[src/hdl/vcte_pkg.sv]
// Shared types, constants and key tables for the Vorbis comment tag extractor.
// No dependencies; every other file of the block imports this package.
package vcte_pkg;

    localparam int unsigned VCTE_MAX_COMMENTS = 1024;

    localparam int unsigned BODY_W  = 24;
    localparam int unsigned COUNT_W = 11;

    localparam logic [7:0] CH_EQ       = "=";
    localparam logic [7:0] CH_UPPER_A  = "A";
    localparam logic [7:0] CH_UPPER_Z  = "Z";
    localparam logic [7:0] CASE_OFFSET = 8'd32;

    localparam logic [1:0] TAG_TITLE  = 2'd0;
    localparam logic [1:0] TAG_ARTIST = 2'd1;
    localparam logic [1:0] TAG_ALBUM  = 2'd2;

    typedef struct packed {
        logic [1:0] tag_kind;
        logic [7:0] value_byte;
        logic       value_last;
        logic       value_empty;
    } t_result;

    // Key length in characters.
    function automatic logic [2:0] key_len(input logic [1:0] tag);
        logic [2:0] len;
        case (tag)
            TAG_TITLE:  len = 3'd5;
            TAG_ARTIST: len = 3'd6;
            TAG_ALBUM:  len = 3'd5;
            default:    len = 3'd0;
        endcase
        return len;
    endfunction

    // Lower-case key character at a position; zero past the end of the key.
    function automatic logic [7:0] key_char(input logic [1:0] tag, input logic [2:0] pos);
        logic [7:0] ch;
        case ({tag, pos})
            {TAG_TITLE, 3'd0}:  ch = "t";
            {TAG_TITLE, 3'd1}:  ch = "i";
            {TAG_TITLE, 3'd2}:  ch = "t";
            {TAG_TITLE, 3'd3}:  ch = "l";
            {TAG_TITLE, 3'd4}:  ch = "e";
            {TAG_ARTIST, 3'd0}: ch = "a";
            {TAG_ARTIST, 3'd1}: ch = "r";
            {TAG_ARTIST, 3'd2}: ch = "t";
            {TAG_ARTIST, 3'd3}: ch = "i";
            {TAG_ARTIST, 3'd4}: ch = "s";
            {TAG_ARTIST, 3'd5}: ch = "t";
            {TAG_ALBUM, 3'd0}:  ch = "a";
            {TAG_ALBUM, 3'd1}:  ch = "l";
            {TAG_ALBUM, 3'd2}:  ch = "b";
            {TAG_ALBUM, 3'd3}:  ch = "u";
            {TAG_ALBUM, 3'd4}:  ch = "m";
            default:            ch = 8'd0;
        endcase
        return ch;
    endfunction

endpackage

[src/hdl/vcte_parser.sv]
// Parse state and per-byte next-state logic of the comment tag extractor.
// Depends on vcte_pkg for widths, key tables and the result type.
module vcte_parser
    import vcte_pkg::*;
#(
    parameter int unsigned MAX_COMMENTS = VCTE_MAX_COMMENTS
) (
    input  logic              i_clk,
    input  logic              i_rst_n,
    input  logic              i_accept,
    input  logic              i_block_start,
    input  logic [BODY_W-1:0] i_body_length,
    input  logic [7:0]        i_data_byte,
    output logic              o_res_valid,
    output t_result           o_res
);

    localparam logic [2:0] PH_STOPPED     = 3'd0;
    localparam logic [2:0] PH_VENDOR_LEN  = 3'd1;
    localparam logic [2:0] PH_VENDOR_SKIP = 3'd2;
    localparam logic [2:0] PH_COUNT       = 3'd3;
    localparam logic [2:0] PH_ENTRY_LEN   = 3'd4;
    localparam logic [2:0] PH_KEY         = 3'd5;
    localparam logic [2:0] PH_VALUE       = 3'd6;
    localparam logic [2:0] PH_SKIP        = 3'd7;

    localparam logic [31:0] MAX_COUNT = 32'(MAX_COMMENTS);

    logic [2:0]         r_phase, n_phase, e_phase;
    logic [1:0]         r_idx, n_idx, e_idx;
    logic [23:0]        r_acc, n_acc, e_acc;
    logic [BODY_W-1:0]  r_body, n_body, e_body;
    logic [COUNT_W-1:0] r_cl, n_cl, e_cl;
    logic [BODY_W-1:0]  r_entry, n_entry, e_entry;
    logic [2:0]         r_kpos, n_kpos, e_kpos;
    logic [2:0]         r_kmatch, n_kmatch, e_kmatch;
    logic [1:0]         r_tag, n_tag, e_tag;
    logic [2:0]         r_seen, n_seen, e_seen;

    logic [BODY_W-1:0]  left;
    logic [BODY_W-1:0]  entry_dec;
    logic [COUNT_W-1:0] cl_dec;
    logic [31:0]        full;
    logic [7:0]         folded;
    logic [2:0]         cand;
    logic [2:0]         keep;
    logic [1:0]         hit_k;
    logic               do_end;
    logic               emit;
    t_result            res;

    always_comb begin
        folded = i_data_byte;
        if (i_data_byte >= CH_UPPER_A && i_data_byte <= CH_UPPER_Z) begin
            folded = i_data_byte + CASE_OFFSET;
        end
    end

    always_comb begin
        e_phase  = r_phase;
        e_idx    = r_idx;
        e_acc    = r_acc;
        e_body   = r_body;
        e_cl     = r_cl;
        e_entry  = r_entry;
        e_kpos   = r_kpos;
        e_kmatch = r_kmatch;
        e_tag    = r_tag;
        e_seen   = r_seen;
        // A new body restarts everything before this byte is parsed.
        if (i_block_start) begin
            e_phase  = (i_body_length >= BODY_W'(8)) ? PH_VENDOR_LEN : PH_STOPPED;
            e_idx    = 2'd0;
            e_acc    = 24'd0;
            e_body   = i_body_length;
            e_cl     = '0;
            e_entry  = '0;
            e_kpos   = 3'd0;
            e_kmatch = 3'b111;
            e_tag    = TAG_TITLE;
            e_seen   = 3'b000;
        end
    end

    always_comb begin
        for (int k = 0; k < 3; k++) begin
            cand[k] = e_kmatch[k] && (e_kpos == key_len(2'(k))) && !e_seen[k];
            keep[k] = (e_kpos < key_len(2'(k))) && (key_char(2'(k), e_kpos) == folded);
        end
        if (cand[0]) begin
            hit_k = TAG_TITLE;
        end else if (cand[1]) begin
            hit_k = TAG_ARTIST;
        end else begin
            hit_k = TAG_ALBUM;
        end
    end

    always_comb begin
        n_phase  = e_phase;
        n_idx    = e_idx;
        n_acc    = e_acc;
        n_body   = e_body;
        n_cl     = e_cl;
        n_entry  = e_entry;
        n_kpos   = e_kpos;
        n_kmatch = e_kmatch;
        n_tag    = e_tag;
        n_seen   = e_seen;
        do_end   = 1'b0;
        emit     = 1'b0;
        res      = '{tag_kind: e_tag, value_byte: i_data_byte, value_last: 1'b0,
                     value_empty: 1'b0};
        left      = e_body - BODY_W'(1);
        entry_dec = e_entry - BODY_W'(1);
        cl_dec    = e_cl - COUNT_W'(1);
        full      = {i_data_byte, e_acc};

        if (e_phase != PH_STOPPED) begin
            if (e_body == '0) begin
                n_phase = PH_STOPPED;
            end else begin
                n_body = left;
                case (e_phase)
                    PH_VENDOR_LEN, PH_COUNT, PH_ENTRY_LEN: begin
                        if (e_idx != 2'd3) begin
                            n_acc = e_acc | (24'(i_data_byte) << {e_idx, 3'b000});
                            n_idx = e_idx + 2'd1;
                        end else begin
                            n_idx = 2'd0;
                            if (e_phase == PH_COUNT) begin
                                if (full > MAX_COUNT || full == 32'd0) begin
                                    n_phase = PH_STOPPED;
                                end else begin
                                    n_cl    = full[COUNT_W-1:0];
                                    n_phase = PH_ENTRY_LEN;
                                    n_acc   = 24'd0;
                                end
                            end else if (full > {8'd0, left}) begin
                                n_phase = PH_STOPPED;
                            end else begin
                                n_entry = full[BODY_W-1:0];
                                if (e_phase == PH_VENDOR_LEN) begin
                                    if (full == 32'd0) begin
                                        n_phase = PH_COUNT;
                                        n_acc   = 24'd0;
                                    end else begin
                                        n_phase = PH_VENDOR_SKIP;
                                    end
                                end else if (full == 32'd0) begin
                                    do_end = 1'b1;
                                end else begin
                                    n_phase  = PH_KEY;
                                    n_kpos   = 3'd0;
                                    n_kmatch = 3'b111;
                                end
                            end
                        end
                    end
                    PH_VENDOR_SKIP: begin
                        n_entry = entry_dec;
                        if (entry_dec == '0) begin
                            n_phase = PH_COUNT;
                            n_idx   = 2'd0;
                            n_acc   = 24'd0;
                        end
                    end
                    PH_KEY: begin
                        n_entry = entry_dec;
                        if (i_data_byte == CH_EQ) begin
                            if (cand == 3'b000) begin
                                if (entry_dec == '0) begin
                                    do_end = 1'b1;
                                end else begin
                                    n_phase = PH_SKIP;
                                end
                            end else begin
                                n_tag  = hit_k;
                                n_seen = e_seen | (3'b001 << hit_k);
                                if (entry_dec == '0) begin
                                    // Empty value: one marker item on the '=' byte.
                                    emit   = 1'b1;
                                    res    = '{tag_kind: hit_k, value_byte: 8'd0,
                                               value_last: 1'b1, value_empty: 1'b1};
                                    do_end = 1'b1;
                                end else begin
                                    n_phase = PH_VALUE;
                                end
                            end
                        end else begin
                            n_kmatch = e_kmatch & keep;
                            if (e_kpos != 3'd7) begin
                                n_kpos = e_kpos + 3'd1;
                            end
                            if (entry_dec == '0) begin
                                do_end = 1'b1;
                            end
                        end
                    end
                    PH_VALUE: begin
                        n_entry        = entry_dec;
                        emit           = 1'b1;
                        res.value_last = (entry_dec == '0);
                        if (entry_dec == '0) begin
                            do_end = 1'b1;
                        end
                    end
                    PH_SKIP: begin
                        n_entry = entry_dec;
                        if (entry_dec == '0) begin
                            do_end = 1'b1;
                        end
                    end
                    default: begin
                        n_phase = PH_STOPPED;
                    end
                endcase

                // Close the comment: advance to the next length or stop after the last.
                if (do_end) begin
                    n_cl = cl_dec;
                    if (cl_dec == '0) begin
                        n_phase = PH_STOPPED;
                    end else begin
                        n_phase = PH_ENTRY_LEN;
                        n_idx   = 2'd0;
                        n_acc   = 24'd0;
                    end
                end
            end
        end
    end

    always_ff @(posedge i_clk) begin
        if (!i_rst_n) begin
            r_phase  <= PH_STOPPED;
            r_idx    <= 2'd0;
            r_acc    <= 24'd0;
            r_body   <= '0;
            r_cl     <= '0;
            r_entry  <= '0;
            r_kpos   <= 3'd0;
            r_kmatch <= 3'b111;
            r_tag    <= TAG_TITLE;
            r_seen   <= 3'b000;
        end else if (i_accept) begin
            r_phase  <= n_phase;
            r_idx    <= n_idx;
            r_acc    <= n_acc;
            r_body   <= n_body;
            r_cl     <= n_cl;
            r_entry  <= n_entry;
            r_kpos   <= n_kpos;
            r_kmatch <= n_kmatch;
            r_tag    <= n_tag;
            r_seen   <= n_seen;
        end
    end

    assign o_res_valid = i_accept && emit;
    assign o_res       = res;

    a_emit_phase: assert property (@(posedge i_clk) disable iff (!i_rst_n)
        o_res_valid |-> !i_block_start && (r_phase == PH_KEY || r_phase == PH_VALUE))
        else $error("result produced outside key or value phase");

    a_value_tag_seen: assert property (@(posedge i_clk) disable iff (!i_rst_n)
        (o_res_valid && r_phase == PH_VALUE) |-> r_seen[r_tag])
        else $error("value byte emitted for a tag not marked seen");

    a_seen_grows: assert property (@(posedge i_clk) disable iff (!i_rst_n)
        (i_accept && !i_block_start) |=> ((r_seen & $past(r_seen)) == $past(r_seen)))
        else $error("seen tags cleared without a new body");

    a_empty_last: assert property (@(posedge i_clk) disable iff (!i_rst_n)
        (o_res_valid && o_res.value_empty) |-> (o_res.value_last && r_phase == PH_KEY))
        else $error("empty value item malformed");

endmodule

[src/hdl/vcte_out_reg.sv]
// Output register with a one-entry skid stage for the tag extractor results.
// Depends on vcte_pkg for the result type.
module vcte_out_reg
    import vcte_pkg::*;
(
    input  logic    i_clk,
    input  logic    i_rst_n,
    input  logic    i_load,
    input  t_result i_res,
    input  logic    i_stall,
    output logic    o_valid,
    output t_result o_res,
    output logic    o_full
);

    logic    r_m_valid, r_s_valid;
    t_result r_m, r_s;
    logic    drain;

    assign drain = r_m_valid && !i_stall;

    always_ff @(posedge i_clk) begin
        if (!i_rst_n) begin
            r_m_valid <= 1'b0;
            r_s_valid <= 1'b0;
        end else begin
            if (r_s_valid) begin
                // Upstream is held while the skid is full; move skid into main on transfer.
                if (drain) begin
                    r_m_valid <= 1'b1;
                    r_s_valid <= 1'b0;
                end
            end else if (i_load) begin
                if (!r_m_valid || drain) begin
                    r_m_valid <= 1'b1;
                end else begin
                    r_s_valid <= 1'b1;
                end
            end else if (drain) begin
                r_m_valid <= 1'b0;
            end
        end
    end

    always_ff @(posedge i_clk) begin
        if (r_s_valid) begin
            if (drain) begin
                r_m <= r_s;
            end
        end else if (i_load) begin
            if (!r_m_valid || drain) begin
                r_m <= i_res;
            end else begin
                r_s <= i_res;
            end
        end
    end

    assign o_valid = r_m_valid;
    assign o_res   = r_m;
    assign o_full  = r_s_valid;

    a_skid_needs_main: assert property (@(posedge i_clk) disable iff (!i_rst_n)
        r_s_valid |-> r_m_valid)
        else $error("skid holds a result while main register is empty");

    a_skid_fill: assert property (@(posedge i_clk) disable iff (!i_rst_n)
        (!r_s_valid && i_load && r_m_valid && i_stall) |=> r_s_valid)
        else $error("result lost while output stalled");

    a_skid_move: assert property (@(posedge i_clk) disable iff (!i_rst_n)
        (r_s_valid && drain) |=> (r_m_valid && !r_s_valid))
        else $error("skid result not moved to main register");

endmodule

[src/hdl/vorbis_comment_tag_extractor_core.sv]
// Vorbis comment tag extractor: streams a comment block body byte by byte and
// emits the title, artist and album value bytes.
// Input channel (i_valid / o_stall): one body byte per transfer; i_block_start
// marks the first byte of a body and samples i_body_length with it.
// Output channel (o_valid / i_stall): one value byte per transfer, tagged by
// o_tag_kind, with o_value_last on the final byte and o_value_empty for a
// key whose value is empty (then o_value_byte is zero).
// Throughput: one byte per cycle while o_stall is low, set by the single parse-state update per byte.
// Results: each result is registered in the output register, or in the skid stage while the output stalls.
// Stalls: a skid stage holds one result behind the output register; o_stall
// rises only when that skid entry is occupied, so bytes keep flowing while the
// receiver stalls until a second result is waiting behind the held one.
// Reset (synchronous, active low): parse stops and all results are dropped;
// bytes are ignored until the next i_block_start.
// Values appear in stream order; only the first occurrence of each key is sent.
module vorbis_comment_tag_extractor_core
    import vcte_pkg::*;
#(
    parameter int unsigned MAX_COMMENTS = VCTE_MAX_COMMENTS
) (
    input  logic              i_clk,
    input  logic              i_rst_n,
    input  logic              i_valid,
    output logic              o_stall,
    input  logic              i_block_start,
    input  logic [BODY_W-1:0] i_body_length,
    input  logic [7:0]        i_data_byte,
    output logic              o_valid,
    input  logic              i_stall,
    output logic [1:0]        o_tag_kind,
    output logic [7:0]        o_value_byte,
    output logic              o_value_last,
    output logic              o_value_empty
);

    logic    in_accept;
    logic    res_valid;
    t_result res;
    t_result out_res;
    logic    skid_full;

    assign o_stall   = skid_full;
    assign in_accept = i_valid && !skid_full;

    vcte_parser #(
        .MAX_COMMENTS(MAX_COMMENTS)
    ) u_parser (
        .i_clk        (i_clk),
        .i_rst_n      (i_rst_n),
        .i_accept     (in_accept),
        .i_block_start(i_block_start),
        .i_body_length(i_body_length),
        .i_data_byte  (i_data_byte),
        .o_res_valid  (res_valid),
        .o_res        (res)
    );

    vcte_out_reg u_out_reg (
        .i_clk  (i_clk),
        .i_rst_n(i_rst_n),
        .i_load (res_valid),
        .i_res  (res),
        .i_stall(i_stall),
        .o_valid(o_valid),
        .o_res  (out_res),
        .o_full (skid_full)
    );

    assign o_tag_kind    = out_res.tag_kind;
    assign o_value_byte  = out_res.value_byte;
    assign o_value_last  = out_res.value_last;
    assign o_value_empty = out_res.value_empty;

endmodule

[config.mk]
export PLATFORM = sky130hd
export DESIGN_NAME = vorbis_comment_tag_extractor_core
export DESIGN_NICKNAME = d
export VERILOG_FILES = /design/src/hdl/vcte_pkg.sv /design/src/hdl/vcte_parser.sv /design/src/hdl/vcte_out_reg.sv /design/src/hdl/vorbis_comment_tag_extractor_core.sv
export SDC_FILE = /design/constraint.sdc
export NUM_CORES = 1
export LEC_CHECK = 0
export ABC_CLOCK_PERIOD_IN_PS = 18750
export BUFFER_PORTS_ARGS = -buffer_cell sky130_fd_sc_hd__buf_2
export CAP_MARGIN = 20
export CORE_ASPECT_RATIO = 0.6
export CORE_MARGIN = 2
export CORE_UTILIZATION = 25
export CTS_CLUSTER_DIAMETER = 40
export DETAILED_ROUTE_END_ITERATION = 12
export GPL_TIMING_DRIVEN = 0
export PLACE_DENSITY_LB_ADDON = 0.05
export SLEW_MARGIN = 15
export SYNTH_ARGS = -nofsm -noshare
export SYNTH_HDL_FRONTEND = slang
export SYNTH_HIERARCHICAL = 1
export SYNTH_SLANG_ARGS = --single-unit
[constraint.sdc]
create_clock -name i_clk -period 18.75 [get_ports i_clk]
set_input_delay 0 -clock i_clk [delete_from_list [all_inputs] [get_ports i_clk]]
set_output_delay 0 -clock i_clk [all_outputs]
set_load 0.02 [all_outputs]
### Yosys cells after proc, flatten, opt, wreduce, memory -nomap -nowiden

Cells that the tools add are included.

* magnitude comparators: 7
* add/subtract/negate cells: 6
* reductions and logical operators: 40
* bitwise logic cells: 5
* muxes and demuxes: 132
* shift-type cells: 2
* equal/unequal tests: 21

Operator list (count)
* 24-bit two-way mux: 21
* 3-bit two-way mux: 41
* 12-bit two-way mux: 9
* 24-bit case mux with 2 select lines: 2
* 11-bit two-way mux: 8
* 7-bit case mux with 5 select lines: 2
* 24-bit logical NOT: 2
* 24-bit by 1-bit subtractor with 24-bit output, second input constant: 2
* 32-bit by 11-bit greater-than comparator with 1-bit output, second input constant: 1
* 32-bit by 24-bit greater-than comparator with 1-bit output: 1
* 32-bit logical NOT: 1
* 2-bit two-way mux: 15
* 7-bit case mux with 4 select lines: 1
* 7-bit by 8-bit equality test with 1-bit output: 3
* 24-bit by 4-bit >= comparator with 1-bit output, second input constant: 1
* 1-bit two-way mux: 24
* 24-bit bitwise OR: 1
* 8-bit by 5-bit << shifter with 24-bit output: 1
* 3-bit equality test, second input constant: 7
* 1-bit logical AND: 13
* 3-bit by 2-bit equality test with 1-bit output, second input constant: 4
* 3-bit case mux with 2 select lines: 2
* 3-bit case mux with 4 select lines: 1
* 11-bit logical NOT: 1
* other kinds (29): 49

* output and inout bits: 14
* logic and storage cells: 233
* bits in registers: 125
* bits of input ports: 37

### Longest topological paths before layout

Gate-level depths: netlist (run 1).

* depth in word-level cells: 15
* depth in mapped cells: 27
* gate-level depth less buffers: 18

### Hierarchy

Netlist (run 1), hierarchy kept.

Modules (own cells, without submodules)
* vcte_parser: seq. area each 1981.9 µm², cells each 1237, area each 8790.9 µm², instances 1
* vcte_out_reg: seq. area each 760.7 µm², cells each 50, area each 1013.5 µm², instances 1
* vorbis_comment_tag_extractor_core: seq. area each 0.0 µm², cells each 1, area each 13.8 µm², instances 1

### Least setup slack after synthesis (run 1)

OpenSTA, ideal clock, no wires.

* path type: input -> register
* start: input port i_block_start
* end: register u_parser.r_entry[21]
* stages: 25
* required time: 18.676 ns
* path buffers: 10
* arrival time: 6.103 ns
* library setup time: 0.074 ns
* path slack: 12.573 ns
* path through: clkbuf_1 clkbuf_1 clkbuf_1 buf_1 clkbuf_1 buf_2 clkbuf_1 mux2i_1 ha_1 o21ai_1 nor3_1 nand2_1 nor3_1 xor2_1 ha_1 and4_1 a221oi_1 nand4_1 a21boi_0 clkbuf_1 and3_1 clkbuf_1 buf_1 a22oi_1 o21ai_0

* longest elaborated chain between the ends: 9
* elaborated cells on any way between the ends: 26
* those cells by class: add/sub (2); order compare (1); eq/ne (8); mux (11); reduce/logical (4)

Ends and longest elaborated chain
* start: declaration: line vorbis_comment_tag_extractor_core.sv:25 `input logic i_block_start,`
* 24-bit two-way mux: line vcte_parser.sv:71 `if (i_block_start) begin`
* 24-bit by 1-bit subtractor with 24-bit output: line vcte_parser.sv:114 `left = e_body - BODY_W'(1);`
* 32-bit by 24-bit greater-than comparator with 1-bit output: line vcte_parser.sv:139 `end else if (full > {8'd0, left}) begin`
* 24-bit two-way mux: line vcte_parser.sv:139
* 24-bit two-way mux: line vcte_parser.sv:131 `if (e_phase == PH_COUNT) begin`
* 24-bit two-way mux: line vcte_parser.sv:126 `if (e_idx != 2'd3) begin`
* 24-bit case mux with 2 select lines: line vcte_parser.sv:124 `case (e_phase)`
* 24-bit two-way mux: line vcte_parser.sv:120 `if (e_body == '0) begin`
* 24-bit two-way mux *: line vcte_parser.sv:119 `if (e_phase != PH_STOPPED) begin`
* end signal: assignment: line vcte_parser.sv:252 `r_entry <= n_entry;`
* end: declaration: line vcte_parser.sv:34 `logic [BODY_W-1:0] r_entry, n_entry, e_entry;`

Mark *: on every way between the ends. The rest lies on a longest branch, timed or not.
A chain may end at the register's enable or synchronous reset.

### Worst setup path in the final report (run 1)

* start: input port i_block_start
* end: register u_parser.r_entry[8]

The elaborated chain is that of the path after synthesis.

==> impl_metrics.yaml, run 1 <==
run_status:
  status: "complete, no violations"
final_layout:
  final-instance-count-excl-fill: 1903
  finalNetCount: 1438
  area_growth_pct: 15.96
  final_area_um2: 11380
  final_cell_mix: "134 x nand2_1, 124 x nor2_1, 118 x a21oi_1"
  n_fill_cell: 4251
  drive_gt1_share_pct: 10.23
  final_util_pct: 29.28
  final_common_cell: "nand2_1"
logic_synthesis:
  synthXorXnorAreaFrac_pct: 5.442
  synth_nets: 1361
  synthTopCellsByArea: "dfxtp_1 21%, edfxtp_1 7.3%, a21oi_1 6.0%, o21ai_0 5.5%, nand2_1 5.1%"
  synth-simple-area-share_pct: 26.80
  synth_area_per_cell_um2: 7.623
  ys_ff_latch: 125
  synthFlopType: "dfxtp_1"
  synth_seq_area_share_pct: 27.93
  synth_cells: 1288
  synthAdderAreaFrac_pct: 4.588
  synth_top_cell_by_area: "dfxtp_1"
  ys_warn_count: 6
  synth_cell_types: 84
  synth_compound_area_share_pct: 25.08
  async_flop_share_pct: 0
  synth_mux_area_share_pct: 5.352
  synth_area_um2: 9818
  synth_edf_count: 24
  synth_top_family_by_area: "simple AND/OR/NAND/NOR gates"
  synth_top_area_share_pct: 20.59
floorplanning:
  rows: 56
  chipHeight_um: 157.5
  num_io_pins: 51
  start_util_pct: 25.25
  core_um2: 38890
  die_w_um: 259.8
  fp.dieArea_um2: 40930
sta:
  whs_ns: 0.02717
  skew_ns: 0.01597
  relSlewSlack_pct: 19.31
  tns_ns: 0
  rsz0062_at_grt: "false"
  final_max_slew_viol_count: 0
  setup_viol: 0
  hold_viol: 0
  tightest_slew_ns: 1.202
  finalCritPeriodShare_pct: 59.59
  layout_min_cycle_time_ns: 11.17
  max_freq_ghz: 0.08950
clock_network:
  cts_setup_buffers: 0
  cts_resized: 0
  clkTransAtPathRegs_ns: 0.07
  cts_made_buffers: 17
  cts_tree: "built"
  cts_max_level: 4
  cts-root-buf: "clkbuf_16"
  cts_buffer_depth: 2
  clk_latency_ns: 0.45
  cts.sinks: 125
global_route:
  grt_pass1_vias: 9700
  gr-usage-all-layers_pct: 24.37
  grt_first_pass_wirelength_mm: 71.15
  grt.overflow.total: 0
  antenna_found_initial: 0
  grt_max_degree: 17
critical_path:
  crit_top_cell: "clkbuf_1"
  worst_ep_required_time_ns: 19.12
  cpMaxStageDelayCell: "o21ai_1"
  worstSetupPathType: "input port to flop"
  worstSetupStartpointType: "input port"
  slowest_delay_ns: 0.95
  crit_fanout: 10
  critPathArrivalTime_ns: 11.54
  endpoint_kind: "flop"
power:
  vdd_drop_max_mv: 0.05130
  p_leak_nw: 4.158
  power_density_nw_per_um2: 66.97
detailed_routing:
  wl_per_cell_um: 26.10
  wirelength_mm: 49.67
  ant_nets: 0
  via_count: 10590
  first_pass_iters: 5
  via_per_inst: 5.565
  drtIter0Drc: 1062
  drcViolationCount: 0
min_path:
  hp-class: "input port to flop"
placed_design:
  post_dp_cell_area_um2: 10770
  placed_cells: 1863
  port-buffer-count: 50
  dp_hpwl_mm: 37.63
  globalplace.congestion: 0.9049
flow_run:
  max_cap_viol_count: 0
report_power, final:
part | switching [W] | internal, W
Sequential | 0.00000706 | 0.000279
Combinational | 0.0000989 | 0.0000445
Clock | 0.000149 | 0.000184
Total | 0.000255 | 0.000507
per-layer routing:
layer	vias up	wire length (um)	global-route usage, %
met5	-	0	0
met2	438	18020	30.38
met1	5186	26880	39.96
met3	35	4105	6.006
met4	0	659	4.488
li1	4931	-	-
cell usage after synthesis, drive strengths merged, types with 5 or more instances:
library cell  number
nand2            134
nor2             126
a21oi            119
o21ai            111
dfxtp            101
clkbuf            63
nor3              57
xnor2             38
nand3             37
ha                36
nor2b             34
mux2i             33
buf               24
edfxtp            24
inv               24
xor2              23
nor4              22
a22oi             18
nand4             18
or3               18
a21o              16
mux2              15
or4               15
o31ai             14
and2              11
a22o              10
nor3b             10
a31oi              9
a32o               8
o211ai             7
a211oi             6
a21boi             6
a32oi              6
nand2b             6
nand3b             6
a2bb2oi            5
a41oi              5
nand4b             5
nor4b              5
o221a              5
o22ai              5
or2                5
stage by stage:
stage	setup WS [ns]	total power (W)
6_report	7.577	0.0007624
5_1_grt	7.147	0.0007913
4_1_cts	8.064	0.0007673
3_5_place_dp	7.608	0.0004297
3_3_place_gp	7.513	0.0004303
2_1_floorplan	12.57	0.0003723
worst max-delay path, delay by kind of cell:
kind	cells	cell delay (ns)
mux	1	0.38
simple gates	5	2.08
xor+xnor	1	0.23
compound gates	8	2.48
fa+ha+maj	2	0.60
buf+inv	10	5.73
sequential cells by signal, indices dropped and copies added (netlist names), 2 cells and up:
name               cells
u_parser/r_acc        24
u_parser/r_body       24
u_parser/r_entry      24
u_out_reg/o_res       12
u_out_reg/r_s         12
u_parser/r_cl         11
u_parser/r_kmatch      3
u_parser/r_kpos        3
u_parser/r_phase       3
u_parser/r_seen        3
u_parser/r_idx         2
u_parser/r_tag         2
cells by family (layout without fill, tap and decap cells):
group | after synthesis | after routing
AOI/OAI and AO/OA | 384 | 384
xor gates and xnor gates | 61 | 61
adders and majority gates | 36 | 36
buffers and inverters | 112 | 202
DFF | 125 | 125
muxes | 48 | 48
other | 0 | 3
and+or+nand+nor | 522 | 522
final cells by class:
cell class	count	area, um^2	share of cell area, %
Sequential cell	125	2743	24.09
Buffer	87	377.9	3.319
Clock buffer	18	429.2	3.770
Inverter	25	93.84	0.8243
Antenna cell	3	7.507	0.06594
Tap cell	522	653.1	5.737
Clock inverter	14	132.6	1.165
Timing Repair Buffer	58	325.3	2.857
Multi-Input combinational cell	1051	6623	58.17
final timing paths:
| check | to | cells past startpoint | from | slack (ns) |
|---|---|---|---|---|
| worst max-delay path | u_parser/r_entry[8] | 27 | i_block_start | 7.58 |
| worst min-delay path | u_parser/r_body[2] | 4 | i_body_length[2] | 0.03 |
| worst max register to register | u_parser/r_entry[8] | 19 | u_parser/r_body[0] | 11.72 |
| worst min register to register | u_parser/r_seen[0] | 2 | u_parser/r_seen[0] | 0.47 |
repair_timing:
action | CTS | global route
endpoints found under the setup margin | 0 | 0
endpoints found under the hold margin | 3 | 0
hold buffers | 4 | 0
Power figures use the tool's default switching activity.
==> inputs of run 2 (changes only) <==
Settings changed: ABC_CLOCK_PERIOD_IN_PS 18750 to 11400.
Clock period 18.75 ns to 11.4 ns, I/O delays scaled along.
==> impl_metrics.yaml, run 2 (synthesized netlist as in run 1, its figures left out) <==
critical_path:
  cp-startpoint: "i_block_start"
  endpoint_kind: "flop"
  worstSetupStartpointType: "input port"
  worstSetupPathType: "input port to flop"
  r2r_end: "u_parser/r_entry[18]"
  worst_ep_required_time_ns: 11.77
  regToRegStartpoint: "u_parser/r_body[0]"
  cpMaxStageDelayCell: "clkdlybuf4s15_1"
  reg2reg_slack_ns: 4.69
  critPathArrivalTime_ns: 11.21
  slowest_delay_ns: 0.92
  crit_top_cell: "clkbuf_1"
  crit_fanout: 10
  reg2regPathDepth: 18
detailed_routing:
  wl_per_cell_um: 26.09
  via_count: 10530
  via_per_inst: 5.534
  drcViolationCount: 0
  wirelength_mm: 49.62
  drtIter0Drc: 1090
  ant_nets: 0
  first_pass_iters: 5
floorplanning:
  die_w_um: 259.8
  rows: 56
  start_util_pct: 25.25
  num_io_pins: 51
  chipHeight_um: 157.5
  core_um2: 38890
  fp.dieArea_um2: 40930
min_path:
  hold_depth: 3
  hp-class: "input port to flop"
  hp-start: "i_data_byte[7]"
  hold_end: "u_parser/r_acc[23]"
power:
  vdd_drop_max_mv: 0.08419
  p_leak_nw: 4.163
  power_density_nw_per_um2: 110.1
sta:
  setup_viol: 0
  tns_ns: 0
  tightest_slew_ns: 1.142
  relSlewSlack_pct: 23.90
  max_freq_ghz: 0.09225
  skew_ns: 0.01701
  final_max_slew_viol_count: 0
  finalCritPeriodShare_pct: 95.09
  layout_min_cycle_time_ns: 10.84
  hold_viol: 0
  rsz0062_at_grt: "false"
run_status:
  status: "complete, no violations"
final_layout:
  largestRegisters: "u_parser/r_acc: 24 flops, u_parser/r_body: 24 flops, u_parser/r_entry: 24 flops"
  final_util_pct: 29.30
  drive_gt1_share_pct: 10.30
  area_growth_pct: 16.03
  finalNetCount: 1438
  multi_input_area_um2: 6626
  final_cell_mix: "134 x nand2_1, 124 x nor2_1, 118 x a21oi_1"
  n_fill_cell: 4257
  seqCellArea_um2: 2743
  final_common_cell: "nand2_1"
global_route:
  grt_first_pass_wirelength_mm: 71.15
  antenna_found_initial: 0
  grt_max_degree: 17
  grt.overflow.total: 0
  gr-usage-all-layers_pct: 24.37
  grt_pass1_vias: 9700
flow_run:
  max_cap_viol_count: 0
clock_network:
  cts_buffer_depth: 2
  cts.sinks: 125
  cts-root-buf: "clkbuf_16"
  clkTransAtPathRegs_ns: 0.06
  cts_max_level: 4
  cts_tree: "built"
  clk_latency_ns: 0.45
  cts_setup_buffers: 0
  cts_made_buffers: 17
placed_design:
  port-buffer-count: 50
  dp_hpwl_mm: 37.63
  globalplace.congestion: 0.9049
==> run 2: changes by cell type in the layout (fill, tap and decap cells not counted), sizes merged <==
cell,change
diode,-1
clkdlybuf4s15,+1
clkbuf,-1
==> run 2: layer usage <==
| metal | vias to the layer above | global-route usage, % | wire (um) |
|---|---|---|---|
| li1 | 4932 | - | - |
| met1 | 5159 | 39.96 | 26910 |
| met2 | 398 | 30.38 | 18010 |
| met3 | 36 | 6.006 | 4062 |
| met4 | 0 | 4.488 | 637 |
| met5 | - | 0 | 0 |
==> run 2: worst max path at each step <==
stage | to | cells after the start
5_1_grt | u_parser/r_entry[18] | 26
3_5_place_dp | u_parser/r_entry[16] | 27
4_1_cts | u_parser/r_entry[8] | 27
2_1_floorplan | u_parser/r_entry[21] | 25
3_3_place_gp | u_parser/r_entry[8] | 27
6_report | u_parser/r_entry[18] | 26
==> run 2: repair_timing <==
action | 4_1_cts | 5_1_grt
hold endpoints to repair | 3 | 0
hold buffers | 4 | 0
resized for setup | 0 | 3
endpoints found under the setup margin | 0 | 10
==> run 2: power by group <==
| part | internal, W | switching (W) |
|---|---|---|
| registers | 0.000458 | 0.0000116 |
| logic | 0.0000735 | 0.000162 |
| clock network | 0.000303 | 0.000246 |
==> run 2: stage by stage <==
stage	instances	setup slack (ns)	power, W	hold slack, ns	area [um^2]
after CTS	1899	0.7143	0.001262	0.004025	11370
after floorplan	1288	5.223	0.0006123	0.1257	9818
after global routing	1900	0.01650	0.001302	0.04549	11390
final	1902	0.5599	0.001255	0.02507	11390
after global placement	1860	0.1627	0.0007077	0.3400	10720
after detailed placement	1863	0.2585	0.0007067	0.3378	10770
==> run 2: area by class of cell <==
type                    count  area share [%]
flip-flops and latches    125           24.07
repair buffers             58           2.856
well taps                 522           5.733
plain buffers              87           3.372
multi-input cells        1051           58.17
clock buffers              18           3.767
clock inverters            14           1.164
inverters                  25          0.8237
diodes                      2         0.04393
==> run 2: worst max-delay path, delay by kind of cell <==
family                   cells  cell delay (ns)
AND/OR/NAND/NOR              5             2.21
XOR/XNOR                     1             0.23
buffers and inverters       11             6.39
AO/OA/AOI/OAI                6             1.35
multiplexers                 1             0.38
adder cells (fa/ha/maj)      2             0.60
==> inputs of run 3 (changes only) <==
Settings changed: CORE_UTILIZATION 25 to 55.
==> impl_metrics.yaml, run 3 (synthesized netlist as in run 1, its figures left out) <==
run_status:
  status: "complete, no violations"
global_route:
  gr-usage-all-layers_pct: 44.22
  grt_max_degree: 17
  antenna_found_initial: 0
  grt_pass1_vias: 10020
  grt_first_pass_wirelength_mm: 61.72
  grt.overflow.total: 0
clock_network:
  clk_latency_ns: 0.44
  cts_tree: "built"
  clkTransAtPathRegs_ns: 0.06
  cts_buffer_depth: 2
  cts_max_level: 4
  cts.sinks: 125
  cts_made_buffers: 17
  cts-root-buf: "clkbuf_16"
  cts_resized: 0
critical_path:
  worstSetupStartpointType: "input port"
  cpMaxStageDelayCell: "buf_1"
  crit_fanout: 10
  crit_top_cell: "clkbuf_1"
  worstSetupPathType: "input port to flop"
  endpoint_kind: "flop"
  slowest_delay_ns: 0.73
  critPathArrivalTime_ns: 10.44
  worst_ep_required_time_ns: 11.75
placed_design:
  post_dp_cell_area_um2: 10390
  dp_hpwl_mm: 30.51
  globalplace.congestion: 1.048
  port-buffer-count: 50
power:
  power_density_nw_per_um2: 112.3
  vdd_drop_max_mv: 0.1056
  p_leak_nw: 4.162
  fin_total_pwr_w: 0.001235
floorplanning:
  start_util_pct: 56.71
  die_w_um: 176.5
  core_um2: 17310
  rows: 37
  chipHeight_um: 107.5
  fp.dieArea_um2: 18970
  num_io_pins: 51
sta:
  final_max_slew_viol_count: 0
  tns_ns: 0
  whs_ns: 0.01479
  finalCritPeriodShare_pct: 88.45
  setup_viol: 0
  relSlewSlack_pct: 21.55
  skew_ns: 0.01167
  rsz0062_at_grt: "false"
  tightest_slew_ns: 1.172
  hold_viol: 0
  max_freq_ghz: 0.09917
  layout_min_cycle_time_ns: 10.08
final_layout:
  multi_input_area_um2: 6616
  finalNetCount: 1437
  area_growth_pct: 12.08
  n_fill_cell: 1594
  final_common_cell: "nand2_1"
  largestRegisters: "u_parser/r_acc: 24 flops, u_parser/r_body: 24 flops, u_parser/r_entry: 24 flops"
  drive_gt1_share_pct: 10.09
  final_area_um2: 11000
  seqCellArea_um2: 2743
  final_cell_mix: "134 x nand2_1, 125 x nor2_1, 118 x a21oi_1"
detailed_routing:
  wirelength_mm: 41.49
  wl_per_cell_um: 25.74
  ant_nets: 0
  drtIter0Drc: 2050
  via_count: 11160
  first_pass_iters: 7
  via_per_inst: 6.925
  drcViolationCount: 0
flow_run:
  max_cap_viol_count: 0
min_path:
  hp-class: "input port to flop"
run 3: per-layer routing:
| metal | routed length (um) | GRT usage (%) | part of all wire [%] | vias up |
|---|---|---|---|---|
| li1 | - | - | - | 4925 |
| met5 | 0 | 0 | 0 | - |
| met1 | 17110 | 62.04 | 41 | 5158 |
| met3 | 7729 | 22.81 | 19 | 104 |
| met2 | 15480 | 56.92 | 37 | 976 |
| met4 | 1165 | 14.70 | 2.8 | 0 |
run 3: path summary, 6_finish.rpt:
kind / to / slack, ns / cells past startpoint / from
worst max-delay path: u_parser/r_entry[11] / 1.32 / 27 / i_block_start
worst min-delay path: u_parser/r_body[8] / 0.01 / 4 / i_body_length[8]
worst max register to register: u_parser/r_entry[11] / 4.92 / 19 / u_parser/r_body[0]
worst min register to register: u_parser/r_acc[20] / 0.47 / 2 / u_parser/r_acc[20]
run 3: cell type report:
class,instances,area share (%)
clock buffers,17,3.866
diodes,1,0.02274
repair buffers,57,2.843
plain buffers,87,3.434
clock inverters,15,1.273
well taps,234,2.661
inverters,25,0.8528
flip-flops and latches,125,24.92
multi-input cells,1051,60.13
run 3: per-stage QoR:
stage	utilization, %	std cells	setup slack (ns)
global placement	59.84	1572	1.561
floorplan	-	1288	5.223
global route	63.54	1611	0.9844
finish	63.56	1612	1.317
detailed placement	59.99	1574	1.670
CTS	63.54	1611	2.039
run 3: report_power, final:
part / total (W) / internal, W / switching [W]
Clock: 0.000538 / 0.000303 / 0.000235
Combinational: 0.000228 / 0.0000730 / 0.000155
Sequential: 0.000470 / 0.000458 / 0.0000117
run 3: timing repair:
item                                   4_1_cts  5_1_grt
hold buffers                                 5        0
endpoints found under the hold margin        5        0
setup buffers                                0        0
run 3: worst max-delay path, delay by kind of cell:
family,cells,cell delay (ns)
adders and majority gates,2,0.62
muxes,1,0.38
and+or+nand+nor,5,1.79
xor gates and xnor gates,1,0.26
buffers and inverters,10,5.18
AOI/OAI and AO/OA,8,2.16
